## src/hw/rtl/ray_obb_slab_test_assert.svh

```systemverilog
// assertion macros used by the ray box slab test rtl
`ifndef RAY_OBB_SLAB_TEST_ASSERT_SVH
`define RAY_OBB_SLAB_TEST_ASSERT_SVH

// same-cycle implication
`define ROST_ASSERT_SAME(lbl, clk, rst, ante, cons) \
   lbl: assert property (@(posedge clk) disable iff (rst) (ante) |-> (cons)) \
      else $error("rost assertion failed");

// next-cycle implication
`define ROST_ASSERT_NEXT(lbl, clk, rst, ante, cons) \
   lbl: assert property (@(posedge clk) disable iff (rst) (ante) |=> (cons)) \
      else $error("rost assertion failed");

`endif

```

## src/hw/rtl/rost_pkg.sv

```systemverilog
// ----------------------------------------------------------------------------
// rost_pkg
// shared types and constants of the ray box slab test
// ----------------------------------------------------------------------------
`default_nettype none
package rost_pkg;
   localparam int EWidth  = 37;
   localparam int FWidth  = 22;
   localparam int NWidth  = 38;
   localparam int EpsQ16  = 66;

   localparam logic signed [31:0] TMax = 32'sh7fffffff;
   localparam logic signed [31:0] TMin = 32'sh80000000;
   localparam logic [30:0] FarLimitReset = 31'h7fffffff;
   localparam logic signed [17:0] DirXReset = 18'sd65536;

   typedef enum logic [2:0] {
      REG_ORIGIN_X = 3'd0,
      REG_ORIGIN_Y = 3'd1,
      REG_ORIGIN_Z = 3'd2,
      REG_DIR_X    = 3'd3,
      REG_DIR_Y    = 3'd4,
      REG_DIR_Z    = 3'd5,
      REG_FAR      = 3'd6,
      REG_NONE     = 3'd7
   } reg_index_type;

   typedef struct packed {
      logic signed [EWidth-1:0] e;
      logic signed [FWidth-1:0] f;
      logic signed [31:0]       lo;
      logic signed [31:0]       hi;
      logic                     last;
   } rost_entry_type;
endpackage
`default_nettype wire

```

## src/hw/rtl/rost_div.sv

```systemverilog
// ----------------------------------------------------------------------------
// rost_div
// bit-serial saturating divider, (num * 65536) / den truncated toward zero
// ----------------------------------------------------------------------------
`default_nettype none
module rost_div import rost_pkg::*; (
   input  wire logic                     clock,
   input  wire logic                     reset,
   input  wire logic                     start,
   input  wire logic signed [NWidth-1:0] num,
   input  wire logic signed [FWidth-1:0] den,
   output logic                          busy,
   output logic signed [31:0]            quot
);
   logic busy_ff, neg_ff, ovf_ff;
   logic [5:0] cnt_ff;
   logic [21:0] dm_ff, rem_ff;
   logic [32:0] low_ff;
   logic [37:0] num_mag;
   logic [21:0] den_mag;
   logic [53:0] dvd;
   logic [22:0] r2;
   logic qbit;

   always_comb begin
      num_mag = num[NWidth-1] ? 38'(-num) : 38'(num);
      den_mag = den[FWidth-1] ? 22'(-den) : 22'(den);
      dvd = {num_mag, 16'b0};
      r2 = {rem_ff, low_ff[32]};
      qbit = (r2 >= {1'b0, dm_ff});
      if (!ovf_ff) quot = 32'(low_ff);
      else quot = TMax;
      if (ovf_ff) quot = neg_ff ? TMin : TMax;
      else if (!neg_ff) quot = (low_ff > 33'h07fffffff) ? TMax : low_ff[31:0];
      else quot = (low_ff > 33'h080000000) ? TMin : 32'(-low_ff[31:0]);
   end

   assign busy = busy_ff;

   always_ff @(posedge clock) begin
      if (reset) begin
         busy_ff <= 1'b0;
         cnt_ff  <= 6'd0;
      end else if (start) begin
         neg_ff  <= num[NWidth-1] ^ den[FWidth-1];
         dm_ff   <= den_mag;
         ovf_ff  <= ({1'b0, dvd[53:33]} >= den_mag);
         rem_ff  <= {1'b0, dvd[53:33]};
         low_ff  <= dvd[32:0];
         cnt_ff  <= 6'd33;
         busy_ff <= 1'b1;
      end else if (busy_ff) begin
         rem_ff <= qbit ? 22'(r2 - {1'b0, dm_ff}) : r2[21:0];
         low_ff <= {low_ff[31:0], qbit};
         cnt_ff <= cnt_ff - 6'd1;
         if (cnt_ff == 6'd1) busy_ff <= 1'b0;
      end
   end
endmodule
`default_nettype wire

```

## src/hw/rtl/rost_back.sv

```systemverilog
// ----------------------------------------------------------------------------
// rost_back
// slab update per axis and hit result per box
// ----------------------------------------------------------------------------
`default_nettype none
`include "ray_obb_slab_test_assert.svh"
module rost_back import rost_pkg::*; (
   input  wire logic           clock,
   input  wire logic           reset,
   input  wire logic           pop_valid,
   output logic                pop,
   input  wire rost_entry_type pop_entry,
   input  wire logic [30:0]    far_limit,
   output logic                rsp_tvalid,
   input  wire logic           rsp_tready,
   output logic                rsp_hit
);
   typedef enum logic [1:0] {S_IDLE, S_DIV, S_UPDATE} state_type;
   state_type state_ff;
   logic signed [31:0] t_near_ff, t_far_ff;
   logic missed_ff, last_ff, rsp_valid_ff, hit_ff;
   logic out_free, parallel, slab_out, miss_now, rsp_set;
   logic signed [NWidth-1:0] e_ext, n_lo, n_hi, lo_ext, hi_ext;
   logic busy0, busy1, div_start;
   logic signed [31:0] q0, q1, t_lo, t_hi, nn, nf;

   assign out_free = !rsp_valid_ff || rsp_tready;
   assign rsp_tvalid = rsp_valid_ff;
   assign rsp_hit = hit_ff;

   always_comb begin
      e_ext  = {pop_entry.e[EWidth-1], pop_entry.e};
      lo_ext = {{(NWidth-32){pop_entry.lo[31]}}, pop_entry.lo};
      hi_ext = {{(NWidth-32){pop_entry.hi[31]}}, pop_entry.hi};
      n_lo = e_ext + lo_ext;
      n_hi = e_ext + hi_ext;
      parallel = (pop_entry.f <= FWidth'(EpsQ16)) && (pop_entry.f >= -FWidth'(EpsQ16));
      slab_out = ((lo_ext - e_ext) > 0) || ((hi_ext - e_ext) < 0);
      miss_now = missed_ff || (parallel && slab_out);
      pop = (state_ff == S_IDLE) && pop_valid && (!pop_entry.last || out_free);
      div_start = pop && !missed_ff && !parallel;
      // a box closes either straight from the queue or after its last division
      rsp_set = (pop && !div_start && pop_entry.last) ||
                ((state_ff == S_UPDATE) && last_ff && out_free);
      if (q0 > q1) begin t_lo = q1; t_hi = q0; end
      else begin t_lo = q0; t_hi = q1; end
      nf = (t_hi < t_far_ff) ? t_hi : t_far_ff;
      nn = (t_lo > t_near_ff) ? t_lo : t_near_ff;
   end

   rost_div u_div_lo (
      .clock(clock), .reset(reset), .start(div_start), .num(n_lo),
      .den(pop_entry.f), .busy(busy0), .quot(q0)
   );
   rost_div u_div_hi (
      .clock(clock), .reset(reset), .start(div_start), .num(n_hi),
      .den(pop_entry.f), .busy(busy1), .quot(q1)
   );

   always_ff @(posedge clock) begin
      if (reset) begin
         state_ff     <= S_IDLE;
         t_near_ff    <= '0;
         t_far_ff     <= {1'b0, FarLimitReset};
         missed_ff    <= 1'b0;
         rsp_valid_ff <= 1'b0;
         last_ff      <= 1'b0;
      end else begin
         rsp_valid_ff <= rsp_set || (rsp_valid_ff && !rsp_tready);
         unique case (state_ff)
            S_IDLE: begin
               if (div_start) begin
                  last_ff  <= pop_entry.last;
                  state_ff <= S_DIV;
               end else if (pop) begin
                  if (pop_entry.last) begin
                     hit_ff       <= !miss_now;
                     t_near_ff    <= '0;
                     t_far_ff     <= {1'b0, far_limit};
                     missed_ff    <= 1'b0;
                  end else begin
                     missed_ff <= miss_now;
                  end
               end
            end
            S_DIV: begin
               if (!busy0 && !busy1) state_ff <= S_UPDATE;
            end
            S_UPDATE: begin
               if (!last_ff) begin
                  t_near_ff <= nn;
                  t_far_ff  <= nf;
                  missed_ff <= (nf < nn);
                  state_ff  <= S_IDLE;
               end else if (out_free) begin
                  hit_ff       <= !(nf < nn);
                  t_near_ff    <= '0;
                  t_far_ff     <= {1'b0, far_limit};
                  missed_ff    <= 1'b0;
                  state_ff     <= S_IDLE;
               end
            end
            default: state_ff <= S_IDLE;
         endcase
      end
   end

   `ROST_ASSERT_SAME(a_div_busy, clock, reset, state_ff == S_DIV, busy0 == busy1)
   `ROST_ASSERT_SAME(a_pop_idle, clock, reset, pop, state_ff == S_IDLE)
   `ROST_ASSERT_NEXT(a_box_restart, clock, reset, rsp_tvalid == 1'b0 && pop && !div_start && pop_entry.last, rsp_tvalid && !missed_ff && t_near_ff == 0)
endmodule
`default_nettype wire

```

## config.mk

```make
export PLATFORM = sky130hd
export DESIGN_NAME = rost_back
export DESIGN_NICKNAME = d
export VERILOG_FILES = /design/src/hw/rtl/rost_pkg.sv /design/src/hw/rtl/rost_div.sv /design/src/hw/rtl/rost_back.sv
export VERILOG_INCLUDE_DIRS = /design/src /design/src/hw/rtl
export SDC_FILE = /design/constraint.sdc
export NUM_CORES = 1
export LEC_CHECK = 0
export ABC_AREA = 0
export BUFFER_PORTS_ARGS = -buffer_cell sky130_fd_sc_hd__clkbuf_2
export CORE_MARGIN = 2
export CORE_UTILIZATION = 30
export DETAILED_ROUTE_END_ITERATION = 10
export PLACE_DENSITY = 0.45
export RECOVER_POWER = 50
export SLEW_MARGIN = 10
export SYNTH_ARGS = -nofsm -noshare
export SYNTH_HDL_FRONTEND = slang
export SYNTH_HIERARCHICAL = 1
export SYNTH_SLANG_ARGS = --single-unit
```

## constraint.sdc

```tcl
create_clock -name clock -period 9.8 [get_ports clock]
set_clock_uncertainty 0.15 [all_clocks]
set_input_delay 0.49 -clock clock [delete_from_list [all_inputs] [get_ports clock]]
set_output_delay 0.49 -clock clock [all_outputs]
set_load 0.03 [all_outputs]
```

==> results of run 1 <==
-- layer usage --
metal	routed length, um	track usage, %	share of wire, %
met1	50890	27.87	48
met2	46130	31.19	44
met3	4073	1.973	3.9
met4	3901	7.312	3.7
met5	0	0	0
-- registers in the layout, summed over array words and instances, names as in the netlist, 2 cells and up --
register / cells
u_div_hi/low_ff: 33
t_far_ff: 32
u_div_lo/low_ff: 33
u_div_lo/dm_ff: 22
u_div_hi/cnt_ff: 6
u_div_lo/rem_ff: 22
u_div_lo/cnt_ff: 6
t_near_ff: 32
u_div_hi/dm_ff: 22
u_div_hi/rem_ff: 22
state_ff: 2
-- path summary, 6_finish.rpt --
| kind | startpoint | endpoint | slack (ns) |
|---|---|---|---|
| hold reg to reg | u_div_lo/cnt_ff[5] | u_div_lo/busy | 0.35 |
| setup / recovery | u_div_hi/low_ff[13] | missed_ff | 0.27 |
| hold / removal | pop_entry[0] | rsp_tvalid | 0.08 |
| setup reg to reg | u_div_hi/low_ff[13] | missed_ff | 0.27 |
-- cell usage after synthesis, drive strengths merged (30+ instances only) --
cell	number	area share, %
nor3	117	2.1
clkbuf	127	1.6
o31a	43	1.3
nand2	219	2.8
edfxtp	159	16
nor4	83	1.8
a31oi	41	0.87
mux2	74	2.8
nand4	69	1.5
inv	333	4.2
a2bb2oi	40	1.2
o21a	30	0.76
xnor2	144	4.3
dfxtp	83	5.6
ha	372	16
nand2b	45	1.0
a21o	58	1.5
o21ai	205	3.5
o21bai	36	0.92
nor2	373	4.7
a21oi	327	5.6
nor2b	74	1.6
mux2i	50	1.7
o311ai	34	1.2
o31ai	42	1.1
nand3	64	1.1
buf	35	0.65
xor2	92	2.7
or3	45	0.99
-- power by group through the flow --
stage / registers, uW / logic [uW] / clock network, uW
after floorplan: 1330 / 2140 / 0
after global routing: 1350 / 4000 / 1350
after detailed placement: 1350 / 3320 / 0
after CTS: 1330 / 3350 / 1320
after global placement: 1350 / 3330 / 0
final: 1340 / 3620 / 1270
-- logic make-up (layout without fill, tap and decap cells) --
kind of cell | Yosys count | after routing | synth area share [%]
simple gates | 1221 | 1222 | 21.00
compound gates | 1032 | 1032 | 22.93
buf+inv | 501 | 844 | 6.585
fa+ha+maj | 377 | 377 | 16.12
flops | 242 | 242 | 21.83
xor+xnor | 236 | 236 | 7.010
mux | 124 | 124 | 4.523
other cells | 0 | 2 | 0
-- layout make-up --
cell class	count	area (sq um)
antenna	2	5.005
clock buffer	34	787.0
timing repair buffer	448	3089
sequential	242	6436
tap	1276	1597
fill	10200	61520
clock inverter	23	315.3
inverter	339	1272
multi-input combinational	2991	21970
-- stage by stage --
| stage | hold WS (ns) | instances | TNS, ns | utilization [%] |
|---|---|---|---|---|
| after floorplan | 0.3170 | 3733 | 0 | - |
| after global placement | 0.3374 | 5270 | -0.009707 | 34.34 |
| after detailed placement | 0.3424 | 5270 | -0.4584 | 34.34 |
| after CTS | 0.03418 | 5327 | 0 | 35.49 |
| after global routing | 0.06988 | 5355 | -0.2440 | 36.57 |
| final | 0.08037 | 5355 | 0 | 36.57 |
-- critical path, delay by kind of cell, from the launching register on --
kind | cells | cell delay (ns)
multiplexers | 2 | 0.64
AO/OA/AOI/OAI | 15 | 3.06
AND/OR/NAND/NOR | 14 | 3.49
buffers and inverters | 7 | 0.95
adder cells (fa/ha/maj) | 3 | 0.79
flip-flops | 1 | 0.39
-- what timing repair did --
| item | in CTS | in global routing |
|---|---|---|
| buffers inserted | 0 | 20 |
| endpoints found under the setup margin | 2 | 2 |
| gates resized for setup | 7 | 148 |
| pin swaps | 0 | 35 |
| cloned | 0 | 6 |
==> flow_metrics.tcl, run 1 <==
set metrics [dict create \
    status "finished with violations" \
    violations "capacitance limit, slew limit" \
    worstSetupStartpointType "flip-flop" \
    ys_ff_latch 242 \
    totalWireLength_um 105000 \
    critical_path.max_fanout 8 \
    postSynth.asyncResetShare_pct 0 \
    power_switching_uw 2580 \
    cts_buffers 31 \
    htreeDepth 1 \
    swShare_pct 41.40 \
    cts_tree "done" \
    grtUsageTotal_pct 19.79 \
    antenna_found_initial 3 \
    synth_cell_types 99 \
    wl_per_cell_um 19.61 \
    placedInstanceArea_sq_um 33310 \
    clock-root-buffer "clkbuf_16" \
    min_path_type "input pin to flip-flop" \
    holdPathStages 3 \
    layout_common_cells "364 x nor2_1, 351 x ha_1, 330 x inv_1, 307 x a21oi_1, 265 x buf_4" \
    cts_sinks 242 \
    clk_latency_ns 0.61 \
    maxCapViolCount 7 \
    io_pins 162 \
    postLayoutCellArea_sq_um 35470 \
    powerDensity_nw_per_um2 175.7 \
    seq_area_frac_synth_pct 21.83 \
    synthCells 3733 \
    finalCriticalPeriod_ns 9.526 \
    syn_avg_cell_area_sq_um 7.899 \
    cpPeakStageDelay_ns 0.58 \
    report.final.slew_viol_count 303 \
    grt_max_degree 97 \
    finalHoldViolCount 0 \
    port_buffers 161 \
    syn_to_final_growth_pct 20.30 \
    rsz0062_at_grt "true" \
    first_global_vias 26860 \
    dp_hpwl_um 83910 \
    place_ws_ns -0.2472 \
    internal_power_uw 3652 \
    clk_pin_slew_ns 0.06 \
    ys.flop_type "edfxtp_1" \
    dr.first_iter.drc_count 1891 \
    gp_congestion 0.9340 \
    tightest_slew_ns 3.579 \
    postCtsHoldBufs 0 \
    rr_worst_depth 41 \
    layout-drive-gt1-share_pct 17.66 \
    crit_top_cell "a21o_1" \
    setup_viol 0 \
    die_w_um 317.5 \
    mostFrequentLayoutCell "nor2_1" \
    slew_headroom_pct -138.6 \
    endpoint_kind "flip-flop" \
    critPathKind "flip-flop to flip-flop" \
    pwr-share-seq_pct 21.5 \
    final.setup.worst_slack_ns 0.2739 \
    timing.fmax_ghz 0.1050 \
    post-route-period-util_pct 97.20 \
    routed_via_density 5.316 \
    placementRows 114 \
    cts_buffer_depth 3 \
    initial_core_util_pct 30.40 \
    die-area_sq_um 100800 \
    crit_arrival_ns 9.93 \
    peakVddDrop_uv 162.4 \
    clockPowerShare_pct 20.4 \
    p_leak_uw 0.01476 \
    power_uw 6232 \
    syn_nets 4269 \
    combPwrFrac_pct 58.1 \
    die_height_um 317.5 \
    fp.coreArea_sq_um 96990 \
    crit_required_ns 10.21 \
    slowest_stage "or4_4" \
    final_nets 4589 \
    drc_errors 0 \
    drtPass1Iterations 6 \
    vias 28470 \
    ys_warn_count 6 \
    antenna_left 0 \
    syn_area_sq_um 29490 \
    grt_pass1_wl_um 159500 \
    synth_edf_count 159 \
    grt-ovfl-total 0 \
]
No activity file was read; power rests on OpenSTA's default activity.
==> run 2, diff against run 1 <==
==> constraint.sdc (replaced) <==
create_clock -name clock -period 9.8 [get_ports clock]
set_clock_uncertainty 0.15 [all_clocks]
set_input_delay 1.96 -clock clock [delete_from_list [all_inputs] [get_ports clock]]
set_output_delay 1.96 -clock clock [all_outputs]
set_load 0.03 [all_outputs]
==> run 2 against run 1 <==
Against the previous run: the flow still finishes with violations (capacitance limit, slew limit); critical endpoint unchanged; combinational power about the same; largest power group unchanged; global-route usage down 0.057 points; design area down 0.68%; sequential power hardly changed; via count fell by 0.39%; wire length decreased by 0.29%.
==> flow_metrics.tcl, run 2 (synthesized netlist as in run 1, its figures left out) <==
set metrics [dict create \
    crit_arrival_ns 9.94 \
    totalWireLength_um 104700 \
    antenna_cells 0 \
    grt_max_degree 136 \
    cts_buffers 31 \
    die-area_sq_um 100800 \
    clockPowerShare_pct 18.1 \
    violations "capacitance limit, slew limit" \
    fin_util_pct 36.32 \
    status "finished with violations" \
    cts_sinks 242 \
    die_height_um 317.5 \
    drc_errors 0 \
    hold_end "u_div_lo/busy" \
    peakVddDrop_uv 160.8 \
    reg2reg_slack_ns 0.27 \
    power_switching_uw 2566 \
    hold_start "u_div_lo/cnt_ff[5]" \
    mostFrequentLayoutCell "nor2_1" \
    finalCriticalPeriod_ns 9.526 \
    rsz0062_at_grt "true" \
    drtPass1Iterations 6 \
    setup_viol 0 \
    io_pins 162 \
    timing.fmax_ghz 0.1050 \
    power_uw 6031 \
    tightest_slew_ns 2.858 \
    grtUsageTotal_pct 19.73 \
    cts_buffer_depth 3 \
    layout_common_cells "365 x nor2_1, 362 x ha_1, 332 x inv_1, 313 x a21oi_1, 262 x buf_4" \
    placementRows 114 \
    final_nets 4590 \
    cpPeakStageDelay_ns 0.58 \
    fp.coreArea_sq_um 96990 \
    slowest_stage "or4_4" \
    wl_per_cell_um 19.55 \
    powerDensity_nw_per_um2 171.2 \
    min_path_type "flip-flop to flip-flop" \
    crit_top_cell "a21o_1" \
    vias 28360 \
    report.final.slew_viol_count 271 \
    die_w_um 317.5 \
    dr.first_iter.drc_count 1840 \
    htreeDepth 1 \
    maxCapViolCount 4 \
    routed_via_density 5.295 \
    slew_headroom_pct -90.51 \
    rr_worst_depth 41 \
    reg_top3 "u_div_hi/low_ff (33), u_div_lo/low_ff (33)" \
    swShare_pct 42.55 \
    layout-drive-gt1-share_pct 17.41 \
    port_buffers 161 \
    antenna_found_initial 1 \
    r2r-end "missed_ff" \
    initial_core_util_pct 30.40 \
    grt-ovfl-total 0 \
    p_leak_uw 0.01466 \
    combPwrFrac_pct 59.8 \
    endpoint_kind "flip-flop" \
    critPathKind "flip-flop to flip-flop" \
    postCtsHoldBufs 0 \
    clk_pin_slew_ns 0.06 \
    internal_power_uw 3464 \
    clock-root-buffer "clkbuf_16" \
    post-route-period-util_pct 97.20 \
    r2r_start "u_div_hi/low_ff[14]" \
    cts_tree "done" \
    first_global_vias 26930 \
    crit_required_ns 10.22 \
    finalHoldViolCount 0 \
    holdPathStages 1 \
    syn_to_final_growth_pct 19.48 \
    critical_path.max_fanout 10 \
    pwr-share-seq_pct 22.1 \
    grt_pass1_wl_um 159100 \
    antenna_left 0 \
    dp_hpwl_um 83400 \
    clk_latency_ns 0.62 \
    gp_congestion 0.9309 \
    worstSetupStartpointType "flip-flop" \
]
## run 2: cell types whose count changed in the layout (fill, tap and decap cells not counted), sizes merged
cell | previous run | this run
clkinv | 18 | 17
bufinv | 8 | 1
diode | 2 | 0
buf | 278 | 277
clkbuf | 204 | 214
clkinvlp | 3 | 2
inv | 333 | 335
## run 2: repair_timing
| action | 4_1_cts | 5_1_grt |
|---|---|---|
| setup buffers | 0 | 15 |
| cloned | 0 | 7 |
| endpoints found under the hold margin | 0 | 0 |
| gates resized for setup | 9 | 139 |
| pin swaps | 0 | 29 |
| setup endpoints to repair | 2 | 2 |
## run 2: layout make-up
class / count / area, sq um
clock buffer: 42 / 817.0
timing repair buffer: 449 / 3109
multi-input combinational: 2991 / 21880
clock inverter: 16 / 118.9
tap: 1276 / 1597
fill: 10270 / 61760
inverter: 339 / 1272
sequential: 242 / 6436
## run 2: metrics by stage
stage               TNS [ns]  cells  worst slack [ns]  cell area [sq um]  hold WS, ns
finish                     0   5355            0.2744              35230       0.3512
global route         -0.2593   5355           -0.1571              35230       0.3796
CTS                        0   5333           0.02482              34310       0.3564
detailed placement   -0.5100   5275           -0.2616              33340       0.3398
global placement           0   5275           0.04244              33340       0.3414
floorplan                  0   3733           0.03311              29490       0.3170
## run 2: how the worst max path moves through the flow
stage                              startpoint   endpoint  cells past startpoint  slack [ns]
after floorplan            u_div_hi/low_ff[0]  missed_ff                     42        0.03
after global placement     u_div_hi/low_ff[0]  missed_ff                     41        0.04
after global routing      u_div_hi/low_ff[14]  missed_ff                     44       -0.16
final                     u_div_hi/low_ff[14]  missed_ff                     41        0.27
after CTS                 u_div_hi/low_ff[13]  missed_ff                     40        0.02
after detailed placement   u_div_hi/low_ff[0]  missed_ff                     42       -0.26
## run 2: metal layers
| metal | share of wire, % | track usage (%) | vias to the layer above | routed length, um |
|---|---|---|---|---|
| li1 | - | - | 14290 | - |
| met1 | 49 | 27.99 | 13400 | 50860 |
| met2 | 45 | 31.72 | 559 | 46690 |
| met3 | 3.7 | 1.540 | 102 | 3904 |
| met4 | 3.1 | 6.116 | 0 | 3240 |
| met5 | 0 | 0 | - | 0 |
## run 2: critical path, delay by kind of cell, from the launching register on
family                     cells  cell delay, ns
adders and majority gates      3            0.90
AOI/OAI and AO/OA             17            3.40
DFF                            1            0.38
and+or+nand+nor               12            3.02
muxes                          2            0.65
buffers and inverters          7            0.93
## run 2: power by group through the flow
stage | combinational (uW) | clock [uW] | sequential [uW]
finish | 3600 | 1090 | 1340
global route | 3980 | 1170 | 1350
CTS | 3340 | 1130 | 1330
detailed placement | 3310 | 0 | 1350
global placement | 3320 | 0 | 1350
floorplan | 2140 | 0 | 1330
